File: src/sv/amf_pkg.sv
// amf_pkg: shared types and constants of the adaptive median filter
// no dependencies; imported by every module of the block

package amf_pkg;

  localparam int unsigned PIX_W  = 8;
  localparam int unsigned DIM_W  = 11;
  localparam int unsigned IDX_W  = 2 * DIM_W;
  localparam int unsigned ADDR_W = 16;

  localparam logic CMD_PIXEL = 1'b0;
  localparam logic CMD_FLUSH = 1'b1;

  localparam logic CFG_WIDTH  = 1'b0;
  localparam logic CFG_HEIGHT = 1'b1;

  typedef struct packed {
    logic [DIM_W-1:0]  row;
    logic [DIM_W-1:0]  col;
    logic [ADDR_W-1:0] caddr;
    logic [IDX_W-1:0]  cidx;
    logic [IDX_W-1:0]  icount;
    logic              last;
  } job_t;

  typedef struct packed {
    logic              en;
    logic [ADDR_W-1:0] addr;
    logic [PIX_W-1:0]  data;
  } wr_t;

endpackage

File: src/sv/amf_front.sv
// amf_front: configuration registers, frame counters, line store writes and job issue
// depends on amf_pkg; feeds amf_fifo and the write port of amf_back

module amf_front import amf_pkg::*; #(
  parameter int unsigned MAX_RADIUS = 4,
  parameter int unsigned MAX_WIDTH  = 1024
) (
  input  logic             clk_i,
  input  logic             rst_ni,
  input  logic             in_valid_i,
  output logic             in_stall_o,
  input  logic             cmd_i,
  input  logic [PIX_W-1:0] pixel_in_i,
  input  logic             cfg_valid_i,
  output logic             cfg_ready_o,
  input  logic             cfg_index_i,
  input  logic [DIM_W-1:0] cfg_data_i,
  input  logic             fifo_full_i,
  input  logic             fifo_empty_i,
  input  logic             back_idle_i,
  output logic             push_o,
  output job_t             job_o,
  output wr_t              wr_o,
  output logic [DIM_W-1:0] width_o,
  output logic [DIM_W-1:0] height_o
);

  localparam int unsigned DEPTH = 2 * MAX_RADIUS * MAX_WIDTH + 2 * MAX_RADIUS + 1;
  localparam int unsigned AW    = $clog2(DEPTH);
  localparam int unsigned WRST  = (MAX_WIDTH < 1024) ? MAX_WIDTH : 1024;

  logic [DIM_W-1:0] width_q, height_q;
  logic [IDX_W-1:0] in_count_q, out_idx_q;
  logic [DIM_W-1:0] row_q, col_q;
  logic [AW-1:0]    wptr_q, caddr_q;

  logic [IDX_W-1:0] total, lag, icount_n;
  logic             writes, emit, last, acc;
  logic [DIM_W-1:0] cfg_v;

  assign total    = width_q * height_q;
  assign lag      = IDX_W'(MAX_RADIUS) * IDX_W'(width_q) + IDX_W'(MAX_RADIUS);
  assign writes   = (cmd_i == CMD_PIXEL) && (in_count_q < total);
  assign icount_n = writes ? in_count_q + 1'b1 : in_count_q;
  assign emit     = writes ? ((icount_n - out_idx_q) > lag) : (out_idx_q < in_count_q);
  assign last     = (({1'b0, row_q} + 1'b1) >= {1'b0, height_q})
                 && (({1'b0, col_q} + 1'b1) >= {1'b0, width_q});

  assign in_stall_o  = fifo_full_i || (writes && !(fifo_empty_i && back_idle_i));
  assign acc         = in_valid_i && !in_stall_o;
  assign cfg_ready_o = 1'b1;
  assign cfg_v       = (cfg_data_i == '0) ? DIM_W'(1) : cfg_data_i;

  assign push_o       = acc && emit;
  assign job_o.row    = row_q;
  assign job_o.col    = col_q;
  assign job_o.caddr  = ADDR_W'(caddr_q);
  assign job_o.cidx   = out_idx_q;
  assign job_o.icount = icount_n;
  assign job_o.last   = last;
  assign wr_o.en      = acc && writes;
  assign wr_o.addr    = ADDR_W'(wptr_q);
  assign wr_o.data    = pixel_in_i;
  assign width_o      = width_q;
  assign height_o     = height_q;

  always_ff @(posedge clk_i or negedge rst_ni) begin
    if (!rst_ni) begin
      width_q    <= DIM_W'(WRST);
      height_q   <= DIM_W'(1024);
      in_count_q <= '0;
      out_idx_q  <= '0;
      row_q      <= '0;
      col_q      <= '0;
      wptr_q     <= '0;
      caddr_q    <= '0;
    end else if (cfg_valid_i) begin
      if (cfg_index_i == CFG_WIDTH) begin
        width_q <= (32'(cfg_v) > MAX_WIDTH) ? DIM_W'(MAX_WIDTH) : cfg_v;
      end else begin
        height_q <= cfg_v;
      end
      in_count_q <= '0;
      out_idx_q  <= '0;
      row_q      <= '0;
      col_q      <= '0;
      wptr_q     <= '0;
      caddr_q    <= '0;
    end else if (acc) begin
      if (emit && last) begin
        in_count_q <= '0;
        out_idx_q  <= '0;
        row_q      <= '0;
        col_q      <= '0;
        wptr_q     <= '0;
        caddr_q    <= '0;
      end else begin
        in_count_q <= icount_n;
        if (writes) begin
          wptr_q <= (wptr_q == AW'(DEPTH - 1)) ? '0 : wptr_q + 1'b1;
        end
        if (emit) begin
          out_idx_q <= out_idx_q + 1'b1;
          caddr_q   <= (caddr_q == AW'(DEPTH - 1)) ? '0 : caddr_q + 1'b1;
          if (({1'b0, col_q} + 1'b1) >= {1'b0, width_q}) begin
            col_q <= '0;
            row_q <= row_q + 1'b1;
          end else begin
            col_q <= col_q + 1'b1;
          end
        end
      end
    end
  end

endmodule

File: config.mk
export PLATFORM = sky130hd
export DESIGN_NAME = amf_front
export DESIGN_NICKNAME = d
export VERILOG_FILES = /design/src/sv/amf_pkg.sv /design/src/sv/amf_front.sv
export SDC_FILE = /design/constraint.sdc
export NUM_CORES = 1
export LEC_CHECK = 0
export ABC_CLOCK_PERIOD_IN_PS = 28000
export BUFFER_PORTS_ARGS = -buffer_cell sky130_fd_sc_hd__buf_4
export CORE_ASPECT_RATIO = 1.75
export CORE_MARGIN = 2
export CORE_UTILIZATION = 45
export DETAILED_ROUTE_END_ITERATION = 8
export MAX_ROUTING_LAYER = met4
export SLEW_MARGIN = 20
export SYNTH_ARGS = -nofsm -noshare
export SYNTH_HDL_FRONTEND = slang
export SYNTH_SLANG_ARGS = --single-unit
File: constraint.sdc
create_clock -name clk_i -period 28 [get_ports clk_i]
set_clock_uncertainty 0.15 [all_clocks]
set_input_delay 5.6 -clock clk_i [delete_from_list [all_inputs] [get_ports clk_i]]
set_output_delay 5.6 -clock clk_i [all_outputs]
set_load 0.005 [all_outputs]
# [Word level (Yosys, flattened, before mapping)]
# Cells that the tools add are included.
[op_classes] eq_ne=2 n_addsub=10 mul=1 reduce_logical=21 n_mux=31 n_bitwise=2 order_cmp=6
[op_table] cell="22-bit 2-to-1 mux" count=8
[op_table] cell="14-bit 2-to-1 mux" count=10
[op_table] cell="11-bit 2-to-1 mux" count=12
[op_table] cell="22-bit by 1-bit adder with 22-bit output (second input constant)" count=2
[op_table] cell="22-bit < comparator" count=2
[op_table] cell="14-bit by 1-bit adder with 14-bit output (second input constant)" count=2
[op_table] cell="14-bit == test (second input constant)" count=2
[op_table] cell="11-bit by 1-bit adder with 12-bit output (second input constant)" count=2
[op_table] cell="12-bit by 11-bit greater-or-equal comparator with 1-bit output" count=2
[op_table] cell="11-bit by 1-bit adder with 11-bit output (second input constant)" count=2
[op_table] cell="22-bit by 14-bit > comparator with 1-bit output" count=1
[op_table] cell="11-bit by 11-bit multiplier with 22-bit output" count=1
[op_table] cell="22-bit subtractor" count=1
[op_table] cell="13-bit by 3-bit adder with 14-bit output (second input constant)" count=1
[op_table] cell="11-bit > comparator (second input constant)" count=1
[op_table] cell="11-bit logical NOT" count=1
[op_table] cell="3-bit nonzero test" count=3
[op_table] cell="1-bit logical AND" count=8
[op_table] cell="2-bit AND reduction" count=4
[op_table] cell="3-bit AND reduction" count=1
[op_table] cell="1-bit logical NOT" count=2
[op_table] cell="1-bit NOT" count=2
[op_table] cell="2-bit nonzero test" count=1
[op_table] cell="1-bit logical OR" count=1
[op_table] cell="1-bit 2-to-1 mux" count=1
[word_totals] reg_bits=116

# [Logic depth before layout (Yosys ltp)]
[logic_depth] depth_word=11 mapped_depth=56

# [Worst setup path after synthesis]
# Ideal clock, no wire load.
[synth_path] path_kind="reg2out" startpoint="register width_q[2] (netlist: width_o[2])" endpoint="output push_o" n_path_buf=3 arrival_ns=10.217 stages_incl_launch_ff=49 required_time_ns=22.250 path_slack_ns=12.033 path_cell_list="dfrtp_1 > clkbuf_1 > nand2_1 > fa_1 > fa_1 > inv_1 > fa_1 > fa_1 > inv_1 > fa_1 > inv_1 > ha_1 > nand2_1 > o21ai_0 > a41oi_1 > a2111oi_0 > nor2_1 > a21oi_1 > [... 13 more ...] > a21oi_2 > nor2b_1 > nor2b_1 > o21a_1 > nor2_1 > xnor2_1 > ha_1 > nand2_1 > nor2_1 > o211ai_1 > nand3_1 > o221ai_1 > nand4_1 > o41ai_2 > a21o_1 > buf_6 > inv_2 > buf_6"
[synth_rtl] element="from (decl)" line="amf_front.sv:32" text="logic [DIM_W-1:0] width_q, height_q;"
[synth_rtl] element="from (signal assigned)" line="amf_front.sv:69" text="width_q <= DIM_W'(WRST);"
[synth_rtl] element="from (signal assigned)" line="amf_front.sv:79" text="width_q <= (32'(cfg_v) > MAX_WIDTH) ? DIM_W'(MAX_WIDTH) : cfg_v;"
[synth_rtl] element="to (decl)" line="amf_front.sv:21" text="output logic push_o,"

# [Worst setup path in the final report]
[layout_path] startpoint="register height_q[10] (netlist: height_o[10])" endpoint="output push_o"
[layout_between] elab_chain_len=8 elab_cells_between_ends=12 classes_between="add/sub (1); mul (1); order compare (2); mux (2); reduce/logical (6)"
[layout_rtl] element="from (decl)" line="amf_front.sv:32"
[layout_rtl] element="from (signal assigned)" line="amf_front.sv:81" text="height_q <= cfg_v;"
[layout_rtl] element="11-bit by 11-bit multiplier with 22-bit output (*)" line="amf_front.sv:41" text="assign total = width_q * height_q;"
[layout_rtl] element="22-bit < comparator (*)" line="amf_front.sv:43" text="assign writes = (cmd_i == CMD_PIXEL) && (in_count_q < total);"
[layout_rtl] element="1-bit logical AND (*)" line="amf_front.sv:43"
[layout_rtl] element="22-bit 2-to-1 mux or 1-bit logical AND (tied branches)" line="amf_front.sv:44, amf_front.sv:49"
[layout_rtl] element="22-bit subtractor or 1-bit logical OR (tied branches)" line="amf_front.sv:45, amf_front.sv:49"
[layout_rtl] element="22-bit by 14-bit > comparator with 1-bit output or 1-bit logical NOT (tied branches)" line="amf_front.sv:45, amf_front.sv:50"
[layout_rtl] element="1-bit 2-to-1 mux or 1-bit logical AND (tied branches)" line="amf_front.sv:45, amf_front.sv:50"
[layout_rtl] element="1-bit logical AND (*)" line="amf_front.sv:54" text="assign push_o = acc && emit;"
# Every way passes the cells marked *; elsewhere a longest branch is shown, timed or not.

==> tab_implementation.tex <==
\begin{tabular}{lr}
\hline
Metric & Value \\
\hline
\multicolumn{2}{l}{\textbf{Timing}} \\
Final-layout worst hold slack & 0.394 ns \\
Unrepaired setup endpoints after global routing & no \\
Final-report hold violation count & 0 \\
Final critical-path share of the clock period & 0.657 \\
Tmin final & 18.40 ns \\
Final max-slew violation count & 0 \\
Worst slew margin relative to its limit & 0.353 \\
Setup Total Neg Slack & 0 ns \\
Number of setup violations in the final report & 0 \\
Peak Freq & 54.3 MHz \\
Worst Max-Slew Pin Slew & 0.967 ns \\
\multicolumn{2}{l}{\textbf{Placement}} \\
Final GP Congestion & 0.962 \\
Estimated wirelength of the detail-placed design & 35600 µm \\
Input/output buffers & 139 \\
Number of placed cells counting well taps & 2087 \\
\multicolumn{2}{l}{\textbf{Setup path}} \\
Slack of the worst reg-to-reg path & 14.41 ns \\
Worst path buffer plus inverter count & 6 \\
Max Fanout on Critical Path & 12 \\
WP data required & 22.25 ns \\
Slowest Stage Delay on Critical Path & 0.61 ns \\
Category of cells accounting for the largest share of critical-path delay & adder cells \\
CP max-delay cell & sky130\_fd\_sc\_hd\_\_dfstp\_2 \\
Category of the critical setup timing path & flop to primary output \\
Crit Reg-Reg Startpoint & height\_o[10] \\
Endpoint type of the worst setup path & primary output \\
FF-to-FF path depth & 47 \\
Type of origin of the critical path & flop \\
Critical register-to-register path endpoint & wptr\_q[0] \\
CP arrival & 12.65 ns \\
Cell occurring most often along the worst timing path & sky130\_fd\_sc\_hd\_\_fa\_1 \\
\multicolumn{2}{l}{\textbf{CTS}} \\
Total of cells resized after clock tree synthesis & 0 \\
CTS Root Buffer Type & sky130\_fd\_sc\_hd\_\_clkbuf\_16 \\
Worst-Skew Late Latency & 0.45 ns \\
Clock tree sinks & 116 \\
TritonCTS clock tree & yes \\
CTS H-tree depth & 4 \\
Number of hold buffers added after cts & 0 \\
Maximum clock insertion buffer count & 2 \\
CTS clk-pin slew, worst paths & 0.06 ns \\
TritonCTS Buffers & 17 \\
Post-CTS setup repair buffer count & 0 \\
\multicolumn{2}{l}{\textbf{Synth}} \\
Share of the synthesized area in the top cell type & 0.210 \\
Fraction of registers with async set or reset after synthesis & 1.00 \\
Number of warnings issued by yosys & 0 \\
Top flip-flop cell by instance count after synthesis & sky130\_fd\_sc\_hd\_\_dfrtp\_1 \\
Avg Cell Area, Syn & 8.43 µm² \\
Post-synthesis instance total & 1611 \\
Sequential-to-total area share from yosys stat & 0.214 \\
Post-synthesis cell type with the largest combined area & sky130\_fd\_sc\_hd\_\_dfrtp\_1 \\
Count of distinct cell types in the synthesized netlist & 85 \\
Most frequent cells after synthesis & sky130\_fd\_sc\_hd\_\_inv\_1 (203), sky130\_fd\_sc\_hd\_\_ha\_1 (166), sky130\_fd\_sc\_hd\_\_nand2\_1 (151) \\
Cell with the most instances after synthesis & sky130\_fd\_sc\_hd\_\_inv\_1 \\
Synth top area cells & sky130\_fd\_sc\_hd\_\_dfrtp\_1 (21\%), sky130\_fd\_sc\_hd\_\_ha\_1 (15\%), sky130\_fd\_sc\_hd\_\_fa\_1 (12\%), sky130\_fd\_sc\_hd\_\_inv\_1 (5.6\%), sky130\_fd\_sc\_hd\_\_nand2\_1 (4.2\%) \\
Flop and latch count out of synthesis & 116 \\
Post-synth EDFFs & 0 \\
Synthesized cell area & 0.0136 mm² \\
\multicolumn{2}{l}{\textbf{Pwr}} \\
Logic gate share of total power & 0.504 \\
Sw power & 362 µW \\
Power density over the cells & 54.4 mW/mm² \\
Internal portion of total power & 478 µW \\
Total Power & 839 µW \\
Switching power as a share of total power & 0.431 \\
Sequential power share & 0.240 \\
Static leakage & 0.00739 µW \\
Largest vdd supply drop & 0.0498 mV \\
Part of the total power dissipated in the clock network & 0.256 \\
\multicolumn{2}{l}{\textbf{Die}} \\
Placeable Area & 0.0298 mm² \\
Total I/O pin count & 161 \\
Chip Height & 234 µm \\
Starting density of the core & 0.455 \\
Row Count & 84 \\
Area of the die & 0.0316 mm² \\
Die Wd & 135 µm \\
\multicolumn{2}{l}{\textbf{Final layout}} \\
Combined area of the multi-input logic cells & 0.00955 mm² \\
\# diodes & 0 \\
Area added between synthesis and finish & 13.6\% \\
Fraction of final layout cells with drive strength greater than 1 & 0.128 \\
Final cell utilization of the core & 0.517 \\
Fillers & 2933 \\
Register area & 0.00291 mm² \\
Net count reported at finish & 1994 \\
Number of cells in the finished layout apart from fillers & 2118 \\
\multicolumn{2}{l}{\textbf{Worst hold path}} \\
Startpoint of the most critical hold path & in\_count\_q[20] \\
Hold/Removal Path Class & flop to flop \\
Endpoint with the worst hold slack & in\_count\_q[20] \\
Hold Crit Depth & 1 \\
\multicolumn{2}{l}{\textbf{Drt}} \\
Routed vias/inst & 5.82 \\
Per-cell routed wire length & 20.6 µm \\
Number of vias in the routed layout & 12300 \\
Number of design-rule violations left by the first detailed-router iteration & 550 \\
Drt first pass iters & 8 \\
DRC violation count after routing & 0 \\
Aggregate routed wire length & 43700 µm \\
Number of routed nets with antenna violations & 0 \\
\multicolumn{2}{l}{\textbf{GRT}} \\
First-pass GRT wire length & 67900 µm \\
Initial antenna violation count & 0 \\
Via count of the first global-routing pass & 12700 \\
Maximum number of pins on one net before global-route repair & 47 \\
Total routing usage reported by global routing & 0.290 \\
Final global-route overflow total & 0 \\
\multicolumn{2}{l}{\textbf{Run status}} \\
Outcome & complete, no violations \\
\multicolumn{2}{l}{\textbf{Job}} \\
Max\_cap viols & 0 \\
\hline
\end{tabular}
==> layout by cell type (no fill, tap or decap), drive strengths merged, types with 6 or more instances in the layout <==
master   count
xnor2       64
nor4         9
and2        18
clkinv      18
a31oi       19
or2          6
dfrtp      114
nor2b        8
ha         166
a211oi      13
fa          81
o2bb2ai     10
a21o        24
o211ai       7
mux2        14
o22ai       19
o21a        11
nand2      151
a22o        17
nor3        24
nor2       130
clkbuf      17
nand4       40
buf        149
nand2b      37
a211o       15
and3        26
inv        209
a21oi       64
o21ai       64
a32oi        9
xor2        16
nand3       71
or3          7
mux2i       14
==> metrics by stage <==
| stage | instance area, µm² | setup WS (ns) |
|---|---|---|
| after floorplan | 13600 | 12.03 |
| after global placement | 14900 | 10.47 |
| after detailed placement | 14900 | 10.18 |
| after CTS | 15400 | 9.67 |
| after global routing | 15400 | 8.81 |
| final | 15400 | 9.60 |
==> state kept, by name, summed over array words and instances, names as in the netlist <==
register and count:
col_q 11, in_count_q 22, row_q 11, wptr_q 14
height_o 11, caddr_q 14, out_idx_q 22, width_o 11
==> cells by family after synthesis <==
logic type,share of synthesized area
adder cells (fa/ha/maj),0.273
other,0.000553
XOR/XNOR,0.0516
buffers and inverters,0.0846
AO/OA/AOI/OAI,0.158
flip-flops,0.214
multiplexers,0.0219
AND/OR/NAND/NOR,0.196
==> worst max-delay path by stage <==
stage | start | to | slack, ns | cells past startpoint
5_1_grt | width_o[0] | push_o | 8.81 | 51
3_5_place_dp | height_o[10] | push_o | 10.18 | 47
4_1_cts | height_o[10] | push_o | 9.67 | 47
2_1_floorplan | width_o[2] | push_o | 12.03 | 48
3_3_place_gp | height_o[10] | push_o | 10.47 | 47
6_report | height_o[10] | push_o | 9.60 | 46
==> area by class of cell <==
class	instances	share of cell area
Tap cell	387	0.0314
Sequential cell	116	0.188
Inverter	217	0.0528
Timing Repair Buffer	149	0.0725
Clock inverter	14	0.00835
Clock buffer	17	0.0276
Multi-Input combinational cell	1218	0.619
==> power groups by stage <==
stage | combinational, µW | sequential [µW] | clock, µW
6_report | 423 | 202 | 215
5_1_grt | 490 | 204 | 224
4_1_cts | 429 | 201 | 219
3_5_place_dp | 425 | 204 | 0
3_3_place_gp | 415 | 204 | 0
2_1_floorplan | 322 | 193 | 0
==> routing by layer <==
metal | share of wire | GRT usage
met1 | 0.36 | 0.290
met2 | 0.55 | 0.542
met3 | 0.036 | 0.0290
met4 | 0.059 | 0.169
met5 | 0 | -
(Power assumes the default switching activity.)
