[src/sv/amf_pkg.sv]
// amf_pkg: shared types and constants of the adaptive median filter
// no dependencies; imported by every module of the block

package amf_pkg;

  localparam int unsigned PIX_W  = 8;
  localparam int unsigned DIM_W  = 11;
  localparam int unsigned IDX_W  = 2 * DIM_W;
  localparam int unsigned ADDR_W = 16;

  localparam logic CMD_PIXEL = 1'b0;
  localparam logic CMD_FLUSH = 1'b1;

  localparam logic CFG_WIDTH  = 1'b0;
  localparam logic CFG_HEIGHT = 1'b1;

  typedef struct packed {
    logic [DIM_W-1:0]  row;
    logic [DIM_W-1:0]  col;
    logic [ADDR_W-1:0] caddr;
    logic [IDX_W-1:0]  cidx;
    logic [IDX_W-1:0]  icount;
    logic              last;
  } job_t;

  typedef struct packed {
    logic              en;
    logic [ADDR_W-1:0] addr;
    logic [PIX_W-1:0]  data;
  } wr_t;

endpackage

[src/sv/amf_fifo.sv]
// amf_fifo: two-entry queue of centre jobs between front and back
// depends on amf_pkg for job_t

module amf_fifo import amf_pkg::*; (
  input  logic clk_i,
  input  logic rst_ni,
  input  logic push_i,
  input  job_t job_i,
  input  logic pop_i,
  output job_t job_o,
  output logic full_o,
  output logic empty_o
);

  job_t       mem_q [2];
  logic       wp_q, rp_q;
  logic [1:0] cnt_q;

  assign full_o  = (cnt_q == 2'd2);
  assign empty_o = (cnt_q == 2'd0);
  assign job_o   = mem_q[rp_q];

  always_ff @(posedge clk_i) begin
    if (push_i) begin
      mem_q[wp_q] <= job_i;
    end
  end

  always_ff @(posedge clk_i or negedge rst_ni) begin
    if (!rst_ni) begin
      wp_q  <= 1'b0;
      rp_q  <= 1'b0;
      cnt_q <= 2'd0;
    end else begin
      if (push_i) begin
        wp_q <= ~wp_q;
      end
      if (pop_i) begin
        rp_q <= ~rp_q;
      end
      cnt_q <= cnt_q + {1'b0, push_i} - {1'b0, pop_i};
    end
  end

endmodule

[config.mk]
export PLATFORM = sky130hd
export DESIGN_NAME = amf_fifo
export DESIGN_NICKNAME = d
export VERILOG_FILES = /design/src/sv/amf_pkg.sv /design/src/sv/amf_fifo.sv
export SDC_FILE = /design/constraint.sdc
export NUM_CORES = 1
export LEC_CHECK = 0
export BUFFER_PORTS_ARGS = -buffer_cell sky130_fd_sc_hd__buf_2
export CAP_MARGIN = 40
export CORE_MARGIN = 4
export CORE_UTILIZATION = 56
export DETAILED_ROUTE_END_ITERATION = 8
export PLACE_DENSITY = 0.84
export SLEW_MARGIN = 20
export SYNTH_ARGS = -nofsm -noshare
export SYNTH_HDL_FRONTEND = slang
export SYNTH_SLANG_ARGS = --single-unit
[constraint.sdc]
create_clock -name clk_i -period 9.3 [get_ports clk_i]
set_input_delay 1.86 -clock clk_i [delete_from_list [all_inputs] [get_ports clk_i]]
set_output_delay 1.86 -clock clk_i [all_outputs]
set_load 0.1 [all_outputs]
# Yosys cells after proc, flatten, opt, wreduce, memory -nomap -nowiden
# Memories as Yosys holds them, arrays and structs flattened.
# Index checks and enable logic that the tools add are counted.
# classes
addsub,2
eq_ne,1
mux,2
bitwise_logic,2
reduce_logical,1
# op_table
cell,count
$add A2 B1 Y2,1
$eq A2 B2 Y1 const B,1
$logic_not A2 Y1,1
$mux W1,2
$not A1 Y1,2
$sub A2 B1 Y2,1
# word_totals
reg_bits,4
mem_bits_rw,166
inputBits,87
out_inout_bits,85
word_cells,12
n_memories,1
# mem_list
memory,words,width,read_ports,rd_ports_with_merged_regs,wr,line_no,source
mem_q,2,83,1,0,1,amf_fifo.sv:15,job_t mem_q [2];

# Depth between registers and ports, before layout
# Gate-level depths: netlist of the first run.
# logic_depth
depth_word,2
depth_mapped,5
mapped_depth_nobuf,5

# Worst setup path after synthesis of the first run
# Ideal clock, no wire load.
# synth_path
path_type,input to register
from,input port push_i
to,"memory mem_q[0][0] (netlist name), enable pin"
setup_ns,0.535
t_arrival_ns,5.486
required_ns,8.765
path_slack_ns,3.279
stages,1
path_buffers,0
cell_sequence,nor2b_1
# synth_via
elab_chain_cells,2
# synth_rtl
element,line_no,source
start: declaration,amf_fifo.sv:7,"input logic push_i,"
$mux W1,amf_fifo.sv:24,if (push_i) begin
$mux W1 (implied by the code),amf_fifo.sv:25,mem_q[wp_q] <= job_i;
end: declaration,amf_fifo.sv:15,
# No other way between the ends.

==> metrics.yaml, run 1 <==
drt_iter0_drc: 165
dieHeight_um: 115.2
cts_hold_buf: 0
rsz0062_at_grt: "no"
setup_ws_ns: 4.667
cts_sinks: 170
coreArea_sq_um: 11030
layout_commonest_cell: "buf_2"
final_area_sq_um: 8028
max_cap_violations: 0
pin_count: 172
layout.nets: 546
r2r-end: "mem_q[0][59]"
drive_above_1_share_pct: 61.70
area_delta_synth_final_pct: 24.85
finalSetupViolCount: 0
dpl.hpwl_um: 7519
numPortBuffers: 171
clk_pin_slew_ns: 0.06
synth_cell_types: 13
instances_no_fill: 610
cts_made_buffers: 17
syn-num-nets: 362
ys_seq_area_share_pct: 79.08
grt_overflow_total: 0
cts_root_buffer: "clkbuf_16"
start_kind: "flip-flop"
endpoint_kind: "output pin"
routed_via_density: 5.067
ant_nets: 0
cts.path.max_buffers: 2
period_needed_ns: 4.633
r2r_slack_ns: 7.11
yosys_warnings: 0
grt_first_pass_wirelength_um: 16490
initial_core_util_pct: 58.29
gp_congestion: 0.6763
clock_skew_ns: 0.01200
post_cts_buffers: 0
dr.pass1.iters: 4
finalMaxSlewViolations: 0
multiInputGateArea_sq_um: 1259
dp_cells: 578
grt_use_total_pct: 17.03
cp-endpoint: "job_o[20]"
cts.htree.levels: 4
antenna_found_initial: 0
mostFrequentLayoutCells: "buf_2 (171), edfxtp_1 (166), mux2_4 (60)"
critPathLaunch: "rp_q"
die_w_um: 115.2
diodes: 0
pre_cts_ws_ns: 5.087
ys_ff_latch: 170
r2r_start: "wp_q"
post_drt_wl_per_cell_um: 17.93
r2r_cells: 2
critPathMaxFanout: 45
syn_avg_cell_area_sq_um: 23.55
worstMarginPinSlew_ns: 0.7699
drc: 0
synth_cells: 273
dpl_cell_area_sq_um: 7428
wl_um: 10940
finalSetupTns_ns: 0
period_share_pct: 49.82
rows: 38
max_freq_mhz: 215.9
netlist_area_sq_um: 6430
grt_max_degree: 59
cts_tree: "built"
insertion_delay_ns: 0.42
hold_path_depth: 1
fill_cells: 682
critPathRequiredTime_ns: 7.44
outcome: "completed"
dieArea_sq_um: 13260
hold_viol: 0
cp.arrival_ns: 2.77
grt_pass1_vias: 3309
max_slew_margin_pct: 48.67
regArea_sq_um: 5089
cts_resized: 0
crit_type: "flip-flop to output pin"
hp-class: "flip-flop to flip-flop"
via_count: 3091
## Yosys cell counts
cell | instances | share of area [%]
xor2_1 | 2 | 0.27
mux2_4 | 60 | 14
ha_1 | 2 | 0.39
nor2b_1 | 2 | 0.19
mux2_2 | 23 | 4.0
inv_1 | 2 | 0.12
buf_6 | 7 | 1.2
edfxtp_1 | 166 | 78
xor3_1 | 1 | 0.37
buf_2 | 2 | 0.16
and2_1 | 1 | 0.097
dfrtp_1 | 4 | 1.6
nor2_1 | 1 | 0.058
## worst min path at each step
| stage | from | end | slack (ns) |
|---|---|---|---|
| global placement | wp_q | wp_q | 0.53 |
| global route | wp_q | wp_q | 0.57 |
| CTS | wp_q | wp_q | 0.55 |
| floorplan | wp_q | wp_q | 0.46 |
| finish | wp_q | wp_q | 0.55 |
| detailed placement | wp_q | wp_q | 0.54 |
## stage by stage
step,util (%),hold slack [ns]
after floorplan,-,0.4555
after global placement,67.09,0.5298
after detailed placement,67.34,0.5376
after CTS,72.78,0.5530
after global routing,72.78,0.5712
final,72.78,0.5490
## final cells by class
class	count	area share [%]
Timing Repair Buffer	174	11.19
Multi-Input combinational cell	92	15.68
Clock buffer	19	5.393
Tap cell	140	2.182
Sequential cell	170	63.39
Clock inverter	13	2.073
Inverter	2	0.09352
## registers in the layout (all words and copies together), names as in the netlist
register	flops
wp_q	1
mem_q	166
rp_q	1
cnt_q	2
## worst max-delay path: stages (launching register included)
cell     delay [ns]
dfrtp_4        0.90
buf_4          0.71
mux2_4         0.29
buf_2          0.42
## kinds of logic after synthesis
logic type / Yosys count / synth area share [%]
buffers and inverters: 11 / 1.498
flip-flops: 170 / 79.08
AND/OR/NAND/NOR: 4 / 0.3502
adder cells (fa/ha/maj): 2 / 0.3891
XOR/XNOR: 3 / 0.6422
multiplexers: 83 / 18.04
## layer usage
layer | vias up | track usage, % | wire length (um)
li1 | 1453 | - | -
met1 | 1508 | 19.98 | 4225
met2 | 118 | 29.36 | 5781
met3 | 12 | 4.789 | 782
met4 | 0 | 7.512 | 149
met5 | - | 0 | 0
Power of run 1 is not shown: default switching activity piles up to over one toggle a cycle in this logic, so the estimate is an artifact.
==> run 2, diff against run 1 <==
Settings changed: CORE_UTILIZATION 56 to 52, PLACE_DENSITY 0.84 to 0.79.
Clock period 9.3 ns to 4.8 ns, I/O delays scaled along.
==> run 2 against run 1 <==
Critical path depth is the same. Sequential cell count unchanged. Count of clock-buffer cells in the layout is 2 lower. Highest routed layer unchanged. Design area is 1.2% higher. Via count is 2.4% higher. Final cell count is 4.9% higher. Worst hold slack got worse by 0.22 ns. Utilization is 5.4 points lower. Largest cell class unchanged. Routed wire length rose by 0.43%. Non-clock buffer count increased by 2. Global-route usage down 1.1 points. Clock skew shrank 0.0074 ns.
==> metrics.yaml, run 2 (synthesized netlist as in run 1, its figures left out) <==
outcome: "completed"
rsz0062_at_grt: "no"
start_kind: "flip-flop"
period_share_pct: 72.37
pin_count: 172
ant_nets: 0
antenna_found_initial: 0
grt_use_total_pct: 15.95
finalSetupTns_ns: 0
cts.htree.levels: 4
crit_type: "flip-flop to output pin"
max_slew_margin_pct: 47.40
instances_no_fill: 640
dieHeight_um: 119.2
cts_root_buffer: "clkbuf_16"
cts_tree: "built"
insertion_delay_ns: 0.42
max_freq_mhz: 287.9
top_register: "mem_q"
grt_pass1_vias: 3442
grt_max_degree: 55
drc: 0
critPathMaxFanout: 49
dieArea_sq_um: 14210
hp-class: "primary input to async pin"
drt_iter0_drc: 180
initial_core_util_pct: 53.31
coreArea_sq_um: 12060
mostFrequentLayoutCells: "buf_2 (171), edfxtp_1 (166), mux2_4 (60)"
drive_above_1_share_pct: 61.86
max_cap_violations: 0
post_cts_buffers: 0
grt_first_pass_wirelength_um: 17020
fill_cells: 797
cts_hold_buf: 0
wl_um: 10990
routed_via_density: 4.947
dpl.hpwl_um: 7425
top_regs: "mem_q (166), cnt_q (2)"
cp.arrival_ns: 2.51
post_drt_wl_per_cell_um: 17.17
dr.pass1.iters: 4
die_w_um: 119.2
cts.path.max_buffers: 2
final_util_pct: 67.39
diodes: 0
worstMarginPinSlew_ns: 0.7890
finalSetupViolCount: 0
clock_skew_ns: 0.004587
finalMaxSlewViolations: 0
rows: 40
layout_commonest_cell: "buf_2"
dp_cells: 608
gp_congestion: 0.6879
numPortBuffers: 171
cts_sinks: 170
cts_resized: 0
clk_pin_slew_ns: 0.06
area_delta_synth_final_pct: 26.41
layout.nets: 548
endpoint_kind: "output pin"
critPathRequiredTime_ns: 3.84
via_count: 3166
hold_viol: 0
cts_made_buffers: 17
grt_overflow_total: 0
largest_register_ffs: 166
period_needed_ns: 3.474
[run 2: cell count changes in the layout (fill, tap and decap cells not counted), sizes merged]
cell / before / now
bufinv: 3 / 4
inv: 5 / 4
buf: 174 / 176
clkbuf: 19 / 17
clkinv: 4 / 6
[run 2: final timing paths]
path	from	to	slack [ns]	cells after the start
max reg2reg	wp_q	mem_q[1][13]	3.19	2
max	rp_q	job_o[4]	1.33	3
min reg2reg	wp_q	wp_q	0.55	1
min in group clk_i	wp_q	wp_q	0.55	1
min	rst_ni	rp_q	0.33	1
max in group asynchronous	rst_ni	rp_q	4.33	1
[run 2: final cells by class]
type	instances	area (sq um)	area share, %
Sequential cell	170	5089	62.61
Inverter	2	7.507	0.09236
Clock buffer	17	425.4	5.234
Multi-Input combinational cell	92	1259	15.49
Timing Repair Buffer	176	938.4	11.55
Tap cell	168	210.2	2.586
Clock inverter	15	198.9	2.448
[run 2: critical path, stage by stage, from the launching register on]
cell	delay, ns
dfrtp_4	0.94
buf_4	0.46
mux2_2	0.38
buf_2	0.29
[run 2: layer usage]
layer | vias up | global-route usage [%] | wire length (um)
li1 | 1454 | - | -
met1 | 1572 | 17.84 | 4412
met2 | 122 | 26.56 | 5494
met3 | 18 | 6.648 | 879
met4 | 0 | 7.314 | 199
met5 | - | 0 | 0
[run 2: through the flow]
step	hold slack [ns]	instance area, sq um	setup slack [ns]
floorplan	0.4731	6432	1.235
global placement	0.5327	7456	1.753
detailed placement	0.5483	7503	1.733
CTS	0.3070	8128	1.259
global route	0.3077	8128	1.204
finish	0.3308	8128	1.326
Power of run 2 is left out for the same reason.
==> run 3, diff against run 2 <==
Settings changed: ABC_AREA set to 1.
Clock period 4.8 ns to 3.65 ns, I/O delays scaled along.
==> run 3 against run 2 <==
Design area decreased by 3.0%. Synthesized cell count increased by 68%. Routed wire length increased by 5.2%. Register-to-register slack got worse by 1.4 ns. Sequential share of layout area increased by 1.9 points.
==> metrics.yaml, run 3 <==
outcome: "completed"
yosys.area_share.adder_pct: 0.3945
ant_nets: 0
cpMaxStageDelayCell: "dfrtp_4"
grt_pass1_vias: 3822
synth_edf_count: 166
ys_ff_latch: 170
cts_tree: "built"
grt_overflow_total: 0
critPathMaxFanout: 56
routed_via_density: 4.827
r2r_start: "wp_q"
synthFlopType: "edfxtp_1"
die_w_um: 118.5
netlist_top_cells_count: "edfxtp_1 (166), inv_1 (90), nand2_1 (89)"
clock_skew_ns: 0.003966
rsz0062_at_grt: "no"
ys_seq_area_share_pct: 80.16
worstMarginPinSlew_ns: 0.7999
hold_viol: 0
drt_iter0_drc: 296
max_cap_violations: 0
grt_first_pass_wirelength_um: 18420
max_slew_margin_pct: 46.55
finalSetupTns_ns: 0
grt_max_degree: 59
max_stage_delay_ns: 0.75
r2r_cells: 2
netlist_area_sq_um: 6344
coreArea_sq_um: 11960
antenna_found_initial: 1
cts.path.max_buffers: 2
synth_top_cell_area_share_pct: 78.58
crit_type: "flip-flop to output pin"
max_freq_mhz: 333.4
cts.htree.levels: 4
yosysMostFrequentCell: "edfxtp_1"
fill_cells: 894
synth_cell_types: 12
top_regs: "mem_q (166), cnt_q (2)"
syn-num-nets: 547
drive_above_1_share_pct: 31.43
synthXorXnorAreaFrac_pct: 0.2761
synth.area.mux_share_pct: 0
gp_congestion: 0.7438
largest_register_ffs: 166
grt_use_total_pct: 17.01
insertion_delay_ns: 0.42
dieHeight_um: 118.5
period_needed_ns: 3.000
synth.area.top_cells: "edfxtp_1 (79%), o21ai_0 (6.5%), inv_1 (5.3%)"
start_kind: "flip-flop"
dpl.hpwl_um: 7940
area_delta_synth_final_pct: 24.32
r2r_slack_ns: 1.82
diodes: 0
layout.nets: 725
top_register: "mem_q"
post_cts_buffers: 0
dieArea_sq_um: 14030
wl_um: 11560
dr.pass1.iters: 5
r2r-end: "mem_q[0][80]"
cts_sinks: 170
hp-class: "primary input to async pin"
mostFrequentLayoutCells: "buf_2 (171), edfxtp_1 (166), inv_1 (89), nand2_1 (89), o21ai_0 (83)"
post_drt_wl_per_cell_um: 14.52
synth_top_family_by_area: "buffers and inverters"
synth_compound_area_share_pct: 6.548
cts_resized: 0
drc: 0
initial_core_util_pct: 53.03
worstPathCellList: "buf_4 -> nand2_1 -> o21ai_0 -> buf_2"
syn_avg_cell_area_sq_um: 13.85
period_share_pct: 82.18
pin_count: 172
endpoint_kind: "output pin"
synthSimpleGateAreaFrac_pct: 5.523
synth_area_leader_cell: "edfxtp_1"
via_count: 3842
layout_commonest_cell: "buf_2"
numPortBuffers: 171
cts_root_buffer: "clkbuf_16"
synthArstFlopShare_pct: 2.353
yosys_warnings: 0
finalMaxSlewViolations: 0
critPathRequiredTime_ns: 2.92
cts_hold_buf: 0
cts_made_buffers: 17
rows: 40
cp.arrival_ns: 2.27
clk_pin_slew_ns: 0.06
finalSetupViolCount: 0
synth_cells: 458
[run 3: changes by cell type in the layout (fill, tap and decap cells not counted), moves of 2 or more]
cell / previous run / this run
mux2_2: 23 / 0
buf_4: 2 / 4
inv_1: 2 / 89
o21ai_0: 0 / 83
clkinv_2: 1 / 3
clkbuf_1: 0 / 8
clkinv_4: 3 / 0
nand2_1: 0 / 89
inv_6: 2 / 0
bufinv_16: 4 / 1
clkinv_1: 2 / 0
mux2_4: 60 / 0
[run 3: kinds of logic after synthesis]
logic type | after synthesis
AOI/OAI and AO/OA | 83
xor gates and xnor gates | 2
adders and majority gates | 2
buffers and inverters | 108
DFF | 170
and+or+nand+nor | 93
[run 3: final cells by class]
type | count | area [sq um] | share of cell area [%]
Sequential cell | 170 | 5089 | 64.52
Clock buffer | 25 | 455.4 | 5.775
Timing Repair Buffer | 177 | 933.4 | 11.84
Multi-Input combinational cell | 180 | 815.8 | 10.34
Tap cell | 147 | 183.9 | 2.332
Clock inverter | 7 | 70.07 | 0.8885
Inverter | 90 | 339.1 | 4.300
[run 3: critical path: cells and delay by family (launching register included)]
family | cells | cell delay [ns]
and+or+nand+nor | 1 | 0.09
AOI/OAI and AO/OA | 1 | 0.09
DFF | 1 | 0.75
buffers and inverters | 2 | 0.89
[run 3: per-stage QoR]
stage | setup WS (ns) | hold WS, ns | utilization [%] | area (sq um) | cells
6_report | 0.6504 | 0.1052 | 65.93 | 7886 | 796
3_5_place_dp | 1.074 | 0.5385 | 61.54 | 7361 | 764
4_1_cts | 0.6094 | 0.08688 | 65.93 | 7886 | 796
2_1_floorplan | 0.09466 | 0.4344 | - | 6346 | 458
5_1_grt | 0.4399 | 0.08457 | 65.93 | 7886 | 796
3_3_place_gp | 1.119 | 0.5307 | 61.31 | 7333 | 763
[run 3: how the worst max path moves through the flow]
stage,slack [ns],startpoint,to
final,0.65,rp_q,job_o[77]
after global routing,0.44,rp_q,job_o[38]
after detailed placement,1.07,rp_q,job_o[77]
after floorplan,0.09,rp_q,job_o[25]
after CTS,0.61,rp_q,job_o[77]
after global placement,1.12,rp_q,job_o[65]
[run 3: layer usage]
layer,track usage (%),up-vias,wire length (um)
li1,-,1890,-
met1,20.73,1786,4912
met2,27.15,147,5520
met3,6.316,17,935
met4,7.820,2,169
met5,0,-,19
Power of run 3 is left out for the same reason.
